**config.mk**
```make
export PLATFORM = sky130hd
export DESIGN_NAME = port_step_predictor_flat
export DESIGN_NICKNAME = d
export VERILOG_FILES = /design/src/sv/psp_pkg.sv /design/src/sv/psp_if.sv /design/src/sv/psp_ctrl.sv /design/src/sv/psp_dp.sv /design/src/sv/port_step_predictor.sv /design/src/flat_wrapper.sv
export SDC_FILE = /design/constraint.sdc
export NUM_CORES = 1
export LEC_CHECK = 0
export BUFFER_PORTS_ARGS = -buffer_cell sky130_fd_sc_hd__buf_4
export CAP_MARGIN = 5
export CORE_ASPECT_RATIO = 1.2
export CORE_MARGIN = 2
export CORE_UTILIZATION = 40
export DETAILED_ROUTE_END_ITERATION = 10
export PLACE_DENSITY = 0.54
export SYNTH_ARGS = -nofsm -noshare
export SYNTH_HDL_FRONTEND = slang
export SYNTH_SLANG_ARGS = --single-unit
export TNS_END_PERCENT = 5
```
**constraint.sdc**
```tcl
create_clock -name clk -period 7.3 [get_ports clk]
set_input_delay 0.73 -clock clk [delete_from_list [all_inputs] [get_ports clk]]
set_output_delay 0.73 -clock clk [all_outputs]
set_load 0.03 [all_outputs]
```
**src/sv/psp_pkg.sv**
```systemverilog
// ----------------------------------------------------------------------------
// psp_pkg: shared types and constants of the port step predictor
// Field widths, result kind codes, register indexes and the command and
// status groups between controller and datapath.
// ----------------------------------------------------------------------------
package psp_pkg;

    localparam int PORT_BITS      = 16;
    localparam int FIELD_BITS     = PORT_BITS + 1;
    localparam int MAG_BITS       = PORT_BITS + 1;
    localparam int CFG_BITS       = 8;
    localparam int SPREAD_BITS    = MAG_BITS + CFG_BITS;
    localparam int SHIFT_BITS     = $clog2(PORT_BITS + 1);
    localparam int CFG_INDEX_BITS = 1;

    // Reset values of the configuration registers
    localparam logic [CFG_BITS-1:0] SMALL_GCD_LIMIT_RESET = 8'd3;
    localparam logic [CFG_BITS-1:0] SPREAD_FACTOR_RESET   = 8'd20;

    typedef enum logic [CFG_INDEX_BITS-1:0] {
        CFG_SMALL_GCD_LIMIT = 1'b0,
        CFG_SPREAD_FACTOR   = 1'b1
    } cfg_index_t;

    typedef enum logic [1:0] {
        KIND_NONE      = 2'd0,
        KIND_EQUAL     = 2'd1,
        KIND_DIVISIBLE = 2'd2,
        KIND_GCD       = 2'd3
    } step_kind_t;

    typedef struct packed {
        logic load;     // capture a new item
        logic step;     // one binary GCD iteration
        logic gval;     // form the GCD from the odd part and the shift count
        logic spread;   // multiply the GCD by the spread factor
        logic finish;   // decide and load the output register
    } psp_cmd_t;

    typedef struct packed {
        logic gcd_done; // operands equal, or the item needs no GCD
    } psp_stat_t;

endpackage

```
**src/sv/psp_if.sv**
```systemverilog
// ----------------------------------------------------------------------------
// psp_in_if / psp_out_if: valid/ready channels of the port step predictor
// Input channel carries the two observed steps, output channel the
// predicted step and its kind.
// ----------------------------------------------------------------------------
interface psp_in_if import psp_pkg::*; ();
    logic                         valid;
    logic                         ready;
    logic signed [FIELD_BITS-1:0] step_first;
    logic signed [FIELD_BITS-1:0] step_second;

    modport source (output valid, output step_first, output step_second, input ready);
    modport sink   (input valid, input step_first, input step_second, output ready);
endinterface

interface psp_out_if import psp_pkg::*; ();
    logic                         valid;
    logic                         ready;
    logic signed [FIELD_BITS-1:0] predicted_step;
    logic [1:0]                   step_kind;

    modport source (output valid, output predicted_step, output step_kind, input ready);
    modport sink   (input valid, input predicted_step, input step_kind, output ready);
endinterface

```
**src/sv/psp_ctrl.sv**
```systemverilog
// ----------------------------------------------------------------------------
// psp_ctrl: sequencer of the port step predictor
// Accepts one item, runs the GCD loop to completion, forms the spread
// product and loads the output register, which it then hands off.
// ----------------------------------------------------------------------------
module psp_ctrl import psp_pkg::*;
(
    input  logic      clk,
    input  logic      rst_n,
    input  logic      in_valid,
    output logic      in_ready,
    output logic      out_valid,
    input  logic      out_ready,
    input  psp_stat_t stat,
    output psp_cmd_t  cmd
);

    typedef enum logic [4:0] {
        ST_IDLE   = 5'b00001,
        ST_GCD    = 5'b00010,
        ST_GVAL   = 5'b00100,
        ST_SPREAD = 5'b01000,
        ST_FINISH = 5'b10000
    } state_t;

    state_t state_reg, state_next;
    logic   out_valid_reg, out_valid_next;
    logic   out_free;

    assign in_ready  = (state_reg == ST_IDLE);
    assign out_valid = out_valid_reg;
    assign out_free  = !out_valid_reg || out_ready;

    // Sequence the item through the datapath
    always_comb
    begin
        state_next = state_reg;
        cmd        = '0;
        case (state_reg)
            ST_IDLE:
            begin
                if (in_valid)
                begin
                    cmd.load   = 1'b1;
                    state_next = ST_GCD;
                end
            end
            ST_GCD:
            begin
                if (stat.gcd_done)
                    state_next = ST_GVAL;
                else
                    cmd.step = 1'b1;
            end
            ST_GVAL:
            begin
                cmd.gval   = 1'b1;
                state_next = ST_SPREAD;
            end
            ST_SPREAD:
            begin
                cmd.spread = 1'b1;
                state_next = ST_FINISH;
            end
            ST_FINISH:
            begin
                if (out_free)
                begin
                    cmd.finish = 1'b1;
                    state_next = ST_IDLE;
                end
            end
            default:
            begin
                state_next = ST_IDLE;
            end
        endcase
    end

    // Raise valid on a new result, drop it once the transfer completes
    always_comb
    begin
        if (cmd.finish)
            out_valid_next = 1'b1;
        else if (out_ready)
            out_valid_next = 1'b0;
        else
            out_valid_next = out_valid_reg;
    end

    always_ff @(posedge clk or negedge rst_n)
    begin
        if (!rst_n)
        begin
            state_reg     <= ST_IDLE;
            out_valid_reg <= 1'b0;
        end
        else
        begin
            state_reg     <= state_next;
            out_valid_reg <= out_valid_next;
        end
    end

    // A transfer into the block always starts the GCD loop
    a_load_to_gcd: assert property (@(posedge clk) disable iff (!rst_n)
        (in_valid && in_ready) |=> (state_reg == ST_GCD))
        else $error("accepted item did not enter the GCD loop");

    // A new result only appears out of the finish step
    a_valid_from_finish: assert property (@(posedge clk) disable iff (!rst_n)
        $rose(out_valid_reg) |-> $past(state_reg == ST_FINISH))
        else $error("output valid raised outside the finish step");

    // Never overwrite a result that has not been taken
    a_no_overwrite: assert property (@(posedge clk) disable iff (!rst_n)
        cmd.finish |-> (!out_valid_reg || out_ready))
        else $error("output register overwritten before transfer");

endmodule

```
**src/sv/psp_dp.sv**
```systemverilog
// ----------------------------------------------------------------------------
// psp_dp: datapath of the port step predictor
// Holds the configuration registers, the operand registers, a binary GCD
// unit with one iteration per step, the spread multiplier and the output
// payload register.
// ----------------------------------------------------------------------------
module psp_dp import psp_pkg::*;
(
    input  logic                         clk,
    input  logic                         rst_n,
    input  logic                         cfg_we,
    input  logic [CFG_INDEX_BITS-1:0]    cfg_index,
    input  logic [CFG_BITS-1:0]          cfg_data,
    input  logic signed [FIELD_BITS-1:0] step_first,
    input  logic signed [FIELD_BITS-1:0] step_second,
    output logic signed [FIELD_BITS-1:0] predicted_step,
    output logic [1:0]                   step_kind,
    input  psp_cmd_t                     cmd,
    output psp_stat_t                    stat
);

    logic [CFG_BITS-1:0]          limit_reg, limit_next;
    logic [CFG_BITS-1:0]          factor_reg, factor_next;
    logic signed [FIELD_BITS-1:0] a_reg, b_reg;
    logic [MAG_BITS-1:0]          ma_reg, mb_reg;
    logic [MAG_BITS-1:0]          x_reg, x_next;
    logic [MAG_BITS-1:0]          y_reg, y_next;
    logic [SHIFT_BITS-1:0]        k_reg, k_next;
    logic                         trivial_reg;
    logic [MAG_BITS-1:0]          g_reg;
    logic [SPREAD_BITS-1:0]       spread_reg;
    logic signed [FIELD_BITS-1:0] result_reg, result_next;
    step_kind_t                   kind_reg, kind_next;

    logic [MAG_BITS-1:0]          ma_in, mb_in;
    logic                         both_neg;
    logic [MAG_BITS-1:0]          g_shifted;
    logic signed [FIELD_BITS-1:0] g_signed;

    // Magnitudes of the incoming steps; the most negative step gives 2^PORT_BITS
    assign ma_in = step_first[FIELD_BITS-1]  ? MAG_BITS'(-step_first)  : MAG_BITS'(step_first);
    assign mb_in = step_second[FIELD_BITS-1] ? MAG_BITS'(-step_second) : MAG_BITS'(step_second);

    assign stat.gcd_done = trivial_reg || (x_reg == y_reg);

    // Write the configuration registers
    always_comb
    begin
        limit_next  = limit_reg;
        factor_next = factor_reg;
        if (cfg_we)
        begin
            case (cfg_index)
                CFG_SMALL_GCD_LIMIT: limit_next  = cfg_data;
                CFG_SPREAD_FACTOR:   factor_next = cfg_data;
                default:             limit_next  = limit_reg;
            endcase
        end
    end

    always_ff @(posedge clk or negedge rst_n)
    begin
        if (!rst_n)
        begin
            limit_reg  <= SMALL_GCD_LIMIT_RESET;
            factor_reg <= SPREAD_FACTOR_RESET;
        end
        else
        begin
            limit_reg  <= limit_next;
            factor_reg <= factor_next;
        end
    end

    // One binary GCD iteration: halve even operands, subtract odd ones
    always_comb
    begin
        x_next = x_reg;
        y_next = y_reg;
        k_next = k_reg;
        if (cmd.load)
        begin
            x_next = ma_in;
            y_next = mb_in;
            k_next = '0;
        end
        else if (cmd.step)
        begin
            if (!x_reg[0] && !y_reg[0])
            begin
                x_next = x_reg >> 1;
                y_next = y_reg >> 1;
                k_next = k_reg + SHIFT_BITS'(1);
            end
            else if (!x_reg[0])
                x_next = x_reg >> 1;
            else if (!y_reg[0])
                y_next = y_reg >> 1;
            else if (x_reg > y_reg)
                x_next = x_reg - y_reg;
            else
                y_next = y_reg - x_reg;
        end
    end

    always_ff @(posedge clk or negedge rst_n)
    begin
        if (!rst_n)
        begin
            x_reg <= '0;
            y_reg <= '0;
            k_reg <= '0;
        end
        else
        begin
            x_reg <= x_next;
            y_reg <= y_next;
            k_reg <= k_next;
        end
    end

    // Capture the item; equal or zero steps need no GCD
    always_ff @(posedge clk or negedge rst_n)
    begin
        if (!rst_n)
            trivial_reg <= 1'b1;
        else if (cmd.load)
            trivial_reg <= (step_first == step_second) || (ma_in == '0) || (mb_in == '0);
    end

    always_ff @(posedge clk)
    begin
        if (cmd.load)
        begin
            a_reg  <= step_first;
            b_reg  <= step_second;
            ma_reg <= ma_in;
            mb_reg <= mb_in;
        end
    end

    // Restore the common power of two, then scale by the spread factor
    assign g_shifted = x_reg << k_reg;

    always_ff @(posedge clk)
    begin
        if (cmd.gval)
            g_reg <= g_shifted;
        if (cmd.spread)
            spread_reg <= SPREAD_BITS'(g_reg) * SPREAD_BITS'(factor_reg);
    end

    // Classify the pair; a GCD equal to the smaller magnitude means it divides the other
    assign both_neg = a_reg[FIELD_BITS-1] && b_reg[FIELD_BITS-1];
    assign g_signed = FIELD_BITS'(g_reg);

    always_comb
    begin
        result_next = '0;
        kind_next   = KIND_NONE;
        if (a_reg == b_reg)
        begin
            if (a_reg != '0)
            begin
                result_next = a_reg;
                kind_next   = KIND_EQUAL;
            end
        end
        else if (!trivial_reg)
        begin
            if ((ma_reg > mb_reg) && (g_reg == mb_reg))
            begin
                result_next = both_neg ? -b_reg : b_reg;
                kind_next   = KIND_DIVISIBLE;
            end
            else if ((mb_reg > ma_reg) && (g_reg == ma_reg))
            begin
                result_next = both_neg ? -a_reg : a_reg;
                kind_next   = KIND_DIVISIBLE;
            end
            else if ((g_reg > MAG_BITS'(limit_reg))
                     && !((spread_reg < SPREAD_BITS'(ma_reg))
                          && (spread_reg < SPREAD_BITS'(mb_reg))))
            begin
                result_next = both_neg ? -g_signed : g_signed;
                kind_next   = KIND_GCD;
            end
        end
    end

    // Load the output payload
    always_ff @(posedge clk)
    begin
        if (cmd.finish)
        begin
            result_reg <= result_next;
            kind_reg   <= kind_next;
        end
    end

    assign predicted_step = result_reg;
    assign step_kind      = kind_reg;

    // GCD iterations only run on two nonzero operands
    a_step_nonzero: assert property (@(posedge clk) disable iff (!rst_n)
        cmd.step |-> ((x_reg != '0) && (y_reg != '0)))
        else $error("GCD iteration on a zero operand");

    // The GCD is taken only once the loop has converged
    a_gval_converged: assert property (@(posedge clk) disable iff (!rst_n)
        cmd.gval |-> (trivial_reg || (x_reg == y_reg)))
        else $error("GCD formed before convergence");

    // The common power of two never exceeds the port width
    a_shift_bound: assert property (@(posedge clk) disable iff (!rst_n)
        k_reg <= SHIFT_BITS'(PORT_BITS))
        else $error("GCD shift count out of range");

endmodule

```
**src/sv/port_step_predictor.sv**
```systemverilog
// ----------------------------------------------------------------------------
// port_step_predictor: NAT port allocation step predictor
// Flow: load, the binary GCD loop (one halving or subtraction per cycle; none for
//   equal or zero steps), GCD, spread and finish, which waits for a free output.
// Throughput: one item at a time; the next item is accepted the cycle after a
//   result is loaded into the output register, even while it waits.
// Reset: asynchronous, active low; the controller returns to idle, the output
//   register empties and the configuration registers take their reset values.
// ----------------------------------------------------------------------------
module port_step_predictor import psp_pkg::*;
(
    input  logic                      clk,
    input  logic                      rst_n,
    input  logic                      cfg_we,
    input  logic [CFG_INDEX_BITS-1:0] cfg_index,
    input  logic [CFG_BITS-1:0]       cfg_data,
    psp_in_if.sink                    in_ch,
    psp_out_if.source                 out_ch
);

    psp_cmd_t  cmd;
    psp_stat_t stat;

    // Sequence one item at a time
    psp_ctrl u_ctrl
    (
        .clk       (clk),
        .rst_n     (rst_n),
        .in_valid  (in_ch.valid),
        .in_ready  (in_ch.ready),
        .out_valid (out_ch.valid),
        .out_ready (out_ch.ready),
        .stat      (stat),
        .cmd       (cmd)
    );

    // Compute the GCD and the prediction
    psp_dp u_dp
    (
        .clk            (clk),
        .rst_n          (rst_n),
        .cfg_we         (cfg_we),
        .cfg_index      (cfg_index),
        .cfg_data       (cfg_data),
        .step_first     (in_ch.step_first),
        .step_second    (in_ch.step_second),
        .predicted_step (out_ch.predicted_step),
        .step_kind      (out_ch.step_kind),
        .cmd            (cmd),
        .stat           (stat)
    );

endmodule
```
**src/flat_wrapper.sv**
```systemverilog
// flat-port wrapper written by rule: the top's interface ports become plain ports
module port_step_predictor_flat import psp_pkg::*;
  (clk, rst_n, cfg_we, cfg_index, cfg_data, in_ch_valid, in_ch_step_first, in_ch_step_second, in_ch_ready, out_ch_valid, out_ch_predicted_step, out_ch_step_kind, out_ch_ready);
  psp_in_if in_ch_i ();
  psp_out_if out_ch_i ();
  input  logic clk;
  input  logic rst_n;
  input  logic cfg_we;
  input  logic [CFG_INDEX_BITS-1:0] cfg_index;
  input  logic [CFG_BITS-1:0] cfg_data;
  input wire logic [$bits(in_ch_i.valid)-1:0] in_ch_valid;
  input wire logic [$bits(in_ch_i.step_first)-1:0] in_ch_step_first;
  input wire logic [$bits(in_ch_i.step_second)-1:0] in_ch_step_second;
  output wire logic [$bits(in_ch_i.ready)-1:0] in_ch_ready;
  output wire logic [$bits(out_ch_i.valid)-1:0] out_ch_valid;
  output wire logic [$bits(out_ch_i.predicted_step)-1:0] out_ch_predicted_step;
  output wire logic [$bits(out_ch_i.step_kind)-1:0] out_ch_step_kind;
  input wire logic [$bits(out_ch_i.ready)-1:0] out_ch_ready;
  assign in_ch_i.valid = in_ch_valid;
  assign in_ch_i.step_first = in_ch_step_first;
  assign in_ch_i.step_second = in_ch_step_second;
  assign in_ch_ready = in_ch_i.ready;
  assign out_ch_valid = out_ch_i.valid;
  assign out_ch_predicted_step = out_ch_i.predicted_step;
  assign out_ch_step_kind = out_ch_i.step_kind;
  assign out_ch_i.ready = out_ch_ready;
  port_step_predictor u_core (.clk(clk), .rst_n(rst_n), .cfg_we(cfg_we), .cfg_index(cfg_index), .cfg_data(cfg_data), .in_ch(in_ch_i), .out_ch(out_ch_i));
endmodule
```
== After elaboration in Yosys (flattened, before gate mapping) ==
Cells that the tools add are included.
Word-level totals
  flip-flop bits (word level): 191
  output and inout port bits: 21
  logic and storage cells: 125
Cells by class
  add/sub/neg operators: 8
  multiply operators: 1
  magnitude comparators: 6
  eq/ne operators: 16
  shifts and indexed selects: 1
  multiplexer cells: 46
  bitwise gates (word level): 1
  reductions and logical operators: 28
Operator list (number)
  $mux W17: 23
  $eq A17 B17 Y1: 5
  $neg A17 Y17: 5
  $gt A17 B17 Y1: 3
  $lt A25 B17 Y1: 2
  $logic_not A17 Y1: 2
  $sub A17 B17 Y17: 2
  $mux W5: 6
  $mul A17 B8 Y25: 1
  $pmux W5 S5: 1
  $gt A17 B8 Y1: 1
  $reduce_bool A17 Y1: 1
  $shl A17 B5 Y17: 1
  $mux W1: 11
  $mux W2: 5
  $reduce_and A3 Y1: 3
  $ne A4 B1 Y1 const B: 2
  $reduce_and A2 Y1: 4
  $logic_and A1 B1 Y1: 6
  $reduce_bool A2 Y1: 3
  $add A5 B1 Y5 const B: 1
  $eq A5 B1 Y1 const B: 1
  $eq A5 B2 Y1 const B: 1
  $eq A5 B3 Y1 const B: 1
  other kinds (9): 16

== Depth between registers and ports, before layout ==
Gate-level depths: netlist of run 1.
  depth in word-level cells: 9
  mapped depth: 19
  gate-level depth less buffers: 18

== Modules after synthesis ==
A second synthesis of run 1 with hierarchy kept.
Unflattened totals
  cell total of the unflattened synthesis: 1966
  area, all modules: 18079.8 um^2
Modules (own cells, without submodules)
  psp_dp: instances 1, cells each 1932, area each 17738.3 um^2
  psp_ctrl: instances 1, cells each 34, area each 341.6 um^2

== Least setup slack after synthesis of run 1 ==
OpenSTA, ideal clock, no wires.
  path type: register to register
  start point: register u_core.u_dp.factor_reg[4]
  end point: register u_core.u_dp.spread_reg[24] (data pin)
  setup time: 0.260 ns
  arrival time: 5.013 ns
  data required time: 7.040 ns
  path slack: 2.027 ns
  stages on the path, launching flop included: 19
  buffers on the path: 1
  clock period less this slack: 5.273 ns
  cell sequence: dfstp_2 clkbuf_1 nand2_1 fa_1 fa_1 inv_1 fa_1 inv_1 fa_1 inv_1 ha_1 a21oi_1 o211ai_1 o311ai_1 o221ai_1 o41ai_1 o21ai_1 a21oi_1 xnor2_1
On the way
  word-level cells in the longest chain between the ends: 1
RTL lines
  start, declared: RTL line psp_dp.sv:23  | logic [CFG_BITS-1:0] factor_reg, factor_next;
  start signal, assigned: RTL line psp_dp.sv:71  | factor_reg <= factor_next;
  $mul A17 B8 Y25: RTL line psp_dp.sv:150  | spread_reg <= SPREAD_BITS'(g_reg) * SPREAD_BITS'(factor_reg);
  end signal, assigned: RTL line psp_dp.sv:150
  end, declared: RTL line psp_dp.sv:31  | logic [SPREAD_BITS-1:0] spread_reg;
No other way between the ends.
A chain may end at the register's enable or synchronous reset.

== Worst setup path in the final report of run 1 ==
  start point: register u_core.u_dp.g_reg[0]
  end point: register u_core.u_dp.spread_reg[24] (data pin)
On the way
  word-level cells in the longest chain between the ends: 1
RTL lines
  start, declared: RTL line psp_dp.sv:30  | logic [MAG_BITS-1:0] g_reg;
  start signal, assigned: RTL line psp_dp.sv:148  | g_reg <= g_shifted;
  $mul A17 B8 Y25: RTL line psp_dp.sv:150
No other way between the ends.

==> results of run 1 <==
-- cell type report --
| cell class | count | area share, % |
|---|---|---|
| Multi-Input combinational cell | 1417 | 57.9 |
| Timing Repair Buffer | 79 | 3.06 |
| Clock buffer | 17 | 2.19 |
| Clock inverter | 15 | 1.04 |
| Sequential cell | 189 | 27.7 |
| Tap cell | 559 | 3.60 |
| Inverter | 235 | 4.55 |
-- critical path: stages, from the launching register on --
cell and delay [ns]:
edfxtp_1 0.65, nand2_1 0.15, fa_1 0.54, fa_1 0.55, inv_1 0.05, fa_1 0.53
inv_1 0.06, fa_1 0.53, inv_1 0.04, ha_1 0.35, a21oi_1 0.16, o211ai_1 0.18
o311ai_1 0.51, o221ai_1 0.33, o41ai_1 0.62, o21ai_1 0.15, a21oi_1 0.19, xnor2_1 0.08
-- power by group through the flow --
stage          Combinational, µW  Sequential (µW)  Clock, µW
2_1_floorplan               4180             1810          0
3_3_place_gp                5390             2010          0
3_5_place_dp                5460             2010          0
4_1_cts                     5520             1990       1020
5_1_grt                     6210             2030       1050
6_report                    5470             2000        998
-- synthesized netlist by cell type (30+ instances only) --
library cell,number
a21oi_1,112
fa_1,92
nand2_1,130
dfrtp_1,56
edfxtp_1,127
clkbuf_1,76
xor2_1,65
xnor2_1,113
ha_1,147
o21ai_0,78
mux2i_1,32
nor2_1,100
and2_1,101
nor3_1,30
inv_1,235
-- cells by family after synthesis --
family	count (synthesis)	synth area share, %
AOI/OAI and AO/OA	425	15.6
xor gates and xnor gates	178	8.77
adders and majority gates	239	20.7
buffers and inverters	316	6.68
DFF	189	30.2
muxes	44	2.63
and+or+nand+nor	531	15.4
-- metal layers --
layer  global-route usage, %  vias up
met5                       0        -
met4                    9.25        0
met3                    3.30       84
met2                    38.2      367
met1                    30.2     6860
li1                        -     6730
-- per-stage QoR --
stage,setup WS (ns),util (%)
3_5_place_dp,1.25,42.8
6_report,1.38,44.3
2_1_floorplan,2.03,-
3_3_place_gp,1.40,42.8
5_1_grt,0.954,44.3
4_1_cts,1.24,44.3
-- worst max path at each step --
stage	startpoint	endpoint	slack (ns)	cells after the start
2_1_floorplan	u_core.u_dp.factor_reg[4]	u_core.u_dp.spread_reg[24]	2.03	18
3_3_place_gp	u_core.u_dp.factor_reg[7]	u_core.u_dp.spread_reg[24]	1.40	17
3_5_place_dp	u_core.u_dp.g_reg[0]	u_core.u_dp.spread_reg[24]	1.25	17
4_1_cts	u_core.u_dp.g_reg[0]	u_core.u_dp.spread_reg[24]	1.24	17
5_1_grt	u_core.u_dp.g_reg[0]	u_core.u_dp.spread_reg[24]	0.95	17
6_report	u_core.u_dp.g_reg[0]	u_core.u_dp.spread_reg[24]	1.38	17
==> impl_metrics.toml, run 1 <==
[power_and_ir_drop]
finalPower_uw = 8470
pwr-share-clk_pct = 11.8
p_seq_share_pct = 23.6
p_sw_uw = 4180
swShare_pct = 49.4
p_leak_uw = 0.00819
internal-power_uw = 4280
vdd_drop_max_uv = 270
combPwrFrac_pct = 64.6
powerDensity_nw_per_um2 = 436

[grt]
track_usage_pct = 23.0
first_global_vias = 14100
globalRoute.totalOverflow = 0
grt_max_degree = 81
grt_pass1_wl_um = 81600
antenna_found_initial = 0

[logic_synthesis]
ys_ff_latch = 189
yosys_warnings = 0
synth-seq-area-share_pct = 30.2
postSynth.asyncResetShare_pct = 32.8
synthDistinctLibCells = 74
synth_fp_nets = 2209
synth_top_area_cell = "edfxtp_1"
yosys_most_used_dff = "edfxtp_1"
syn-instance-count = 1922
synth-edff-count = 127
yosysTopAreaCellShare_pct = 21.5
syn_avg_cell_area_um2 = 9.25
synth_area_leaders = "edfxtp_1, fa_1, ha_1"
synth.cell_area_um2 = 17800

[drt]
wl_met3_um = 2290
wl_met2_um = 24900
met1_length_um = 23000
drt_iter0_markers = 1012
top_layer = "met4"
wl_per_cell_um = 20.7
route.vias.total = 14000
postRouteAntennaNets = 0
route.detailed.drc = 0
drt-pass1-iter-count = 5
wl_um = 52000
post_drt_via_cell_ratio = 5.59

[floorplan]
pin_count = 69
core_area_um2 = 43800
chipWidth_um = 196
die_y_um = 235
initial_core_util_pct = 40.6
die_area_um2 = 46200
rows = 84

[final_layout]
final_nets = 2226
layout_common_cells = "inv_1, ha_1, nand2_1"
seqCellArea_um2 = 5370
final_cell_area_um2 = 19400
mostFrequentLayoutCell = "inv_1"
fillers = 4243
largest_reg_flops = 25
layout-drive-gt1-share_pct = 7.94
multi_input_area_um2 = 11200
antennaDiodeCount = 0
area_growth_pct = 9.19
finalNonFillerCells = 2511

[worst_setup_path]
cp_max_fo = 13
cp.required_ns = 7.51
arrival_ns = 6.13
rr_startpoint = "u_core.u_dp.g_reg[0]"
r2r_end = "u_core.u_dp.spread_reg[24]"
endpoint_kind = "flop"
r2r_setup_slack_ns = 1.38
worst_r2r_path_depth = 17
startpoint_type = "flop"
setup.worst_path.class = "reg -> reg"

[sta]
rsz0062_at_grt = "false"
fin_hold_ws_ns = 0.328
period_share_pct = 81.1
max_slew_margin_pct = 33.6
hold_viol = 0
setup_tns_ns = 0
max_freq_mhz = 169
finalSetupViolCount = 0
worst_slew_pin_slew_ns = 0.997
slew_viol_final = 0
fin_skew_ns = 0.0191
period_minus_slack_ns = 5.92

[clock_tree]
cts_buffer_depth = 2
cts_sinks = 189
cts_resized = 0
post_cts_buffers = 0
cts_tree = "done"
cts_buffers = 17
cts_hold_buf = 0
clk_latency_ns = 0.48
clk_pin_slew_worst_paths_ns = 0.08
cts.htree.levels = 4
root_buffer = "clkbuf_16"

[worst_hold_path]
hp-class = "in -> async"

[place]
port_buffers = 68
dp_cells = 2478
placed_cell_area_um2 = 18800
gp_congestion = 0.895
dp_hpwl_um = 41700

[outcome]
status = "complete, no violations"

[job]
drv_cap = 0
Note: power is estimated with default switching activity, not from simulation.
==> run 2, diff against run 1 <==
Clock period 7.3 ns to 6.1 ns, I/O delays scaled along.
==> run 2 against run 1 <==
  * Final cell count is 0.48% higher
  * Combinational power is 19% higher
  * Largest power group unchanged
  * Via count is 1.2% higher
  * Sequential share of layout area is 0.13 points lower
==> impl_metrics.toml, run 2 (same netlist as run 1, synthesis figures left out) <==
[floorplan]
rows = 84
initial_core_util_pct = 40.6
pin_count = 69
chipWidth_um = 196
die_y_um = 235
die_area_um2 = 46200
core_area_um2 = 43800

[clock_tree]
cts_buffer_depth = 2
cts_hold_buf = 0
clk_pin_slew_worst_paths_ns = 0.08
cts_buffers = 17
root_buffer = "clkbuf_16"
clk_latency_ns = 0.47
cts_tree = "done"
cts.htree.levels = 4
post_cts_buffers = 0
cts_resized = 0
cts_sinks = 189

[sta]
hold_viol = 0
max_slew_margin_pct = 29.0
worst_slew_pin_slew_ns = 1.06
setup_tns_ns = 0
period_minus_slack_ns = 5.72
slew_viol_final = 0
max_freq_mhz = 175
fin_skew_ns = 0.0132
period_share_pct = 93.8
finalSetupViolCount = 0
rsz0062_at_grt = "false"

[grt]
antenna_found_initial = 1
first_global_vias = 14400
grt_busiest_layer = "met2"
use_met1_pct = 31.2
track_usage_pct = 23.8
globalRouteMet2Util_pct = 39.5
globalRoute.totalOverflow = 0
use_met3_pct = 3.06
grt_pass1_wl_um = 83900
grt_max_degree = 63

[final_layout]
final_nets = 2238
layout-drive-gt1-share_pct = 8.45
antennaDiodeCount = 0
layout_common_cells = "inv_1, ha_1, nand2_1"
largest_reg_flops = 25
mostFrequentLayoutCell = "inv_1"
area_growth_pct = 9.71

[worst_setup_path]
rr_startpoint = "u_core.u_dp.factor_reg[4]"
arrival_ns = 5.93
endpoint_kind = "flop"
startpoint = "u_core.u_dp.factor_reg[4]"
cp_max_fo = 18
worst_r2r_path_depth = 18
setup.worst_path.class = "reg -> reg"
r2r_setup_slack_ns = 0.38
startpoint_type = "flop"
cp.required_ns = 6.31

[power_and_ir_drop]
powerDensity_nw_per_um2 = 517
p_leak_uw = 0.00824
vdd_drop_max_uv = 289
finalPower_uw = 10100

[drt]
drt_iter0_markers = 1232
route.vias.total = 14200
drt-pass1-iter-count = 6
post_drt_via_cell_ratio = 5.63
postRouteAntennaNets = 0
wl_um = 53800
wl_per_cell_um = 21.3
route.detailed.drc = 0

[place]
dp_hpwl_um = 42900
gp_congestion = 0.896
port_buffers = 68

[worst_hold_path]
hp-class = "in -> async"

[outcome]
status = "complete, no violations"

[job]
drv_cap = 0
run 2: final cells by class:
| type | instances | area, µm² |
|---|---|---|
| clock buffer | 18 | 429 |
| clock inverter | 14 | 200 |
| fill | 4225 | 24300 |
| inverter | 235 | 883 |
| multi-input combinational | 1417 | 11200 |
| sequential | 189 | 5370 |
| tap | 559 | 699 |
| timing repair buffer | 91 | 683 |
run 2: critical path, cell delays in order, from the launching register on:
cell and delay [ns]:
dfstp_2 0.73, nand2_1 0.13, fa_1 0.51, fa_1 0.50
inv_1 0.06, fa_1 0.54, inv_1 0.06, fa_1 0.52
inv_1 0.04, ha_1 0.34, a21oi_1 0.15, o211ai_1 0.17
o311ai_1 0.55, o221ai_1 0.30, o41ai_1 0.35, buf_4 0.19
o21bai_1 0.06, a21oi_1 0.17, xnor2_1 0.09
run 2: metal layers:
layer | vias to the layer above | share of wire (%)
met5 | - | 0
met4 | 0 | 3.7
met3 | 93 | 4.2
met2 | 388 | 48
met1 | 6969 | 44
li1 | 6765 | -
run 2: worst paths after layout:
kind	endpoint
worst min register to register	u_core.u_dp.trivial_reg
worst min-delay path	u_core.u_dp.y_reg[6]
min in group clk	u_core.u_ctrl.state_reg[0]
max in group asynchronous	u_core.u_dp.factor_reg[0]
worst max-delay path	u_core.u_dp.spread_reg[22]
worst max register to register	u_core.u_dp.spread_reg[22]
run 2: report_power, final:
group / total [µW] / switching (µW) / internal [µW]
Clock: 1200 / 606 / 595
Sequential: 2380 / 467 / 1910
Combinational: 6510 / 3830 / 2680
run 2: metrics by stage:
step                      instance area [µm²]  cells  util, %  hold WS (ns)  worst slack, ns
after floorplan                         17800   1922        -         0.314            0.827
after global placement                  18900   2491     43.1         0.498            0.463
after detailed placement                18900   2491     43.1         0.498            0.373
after CTS                               19500   2523     44.5         0.284            0.338
after global routing                    19500   2523     44.5         0.297           0.0358
final                                   19500   2523     44.5         0.244            0.381
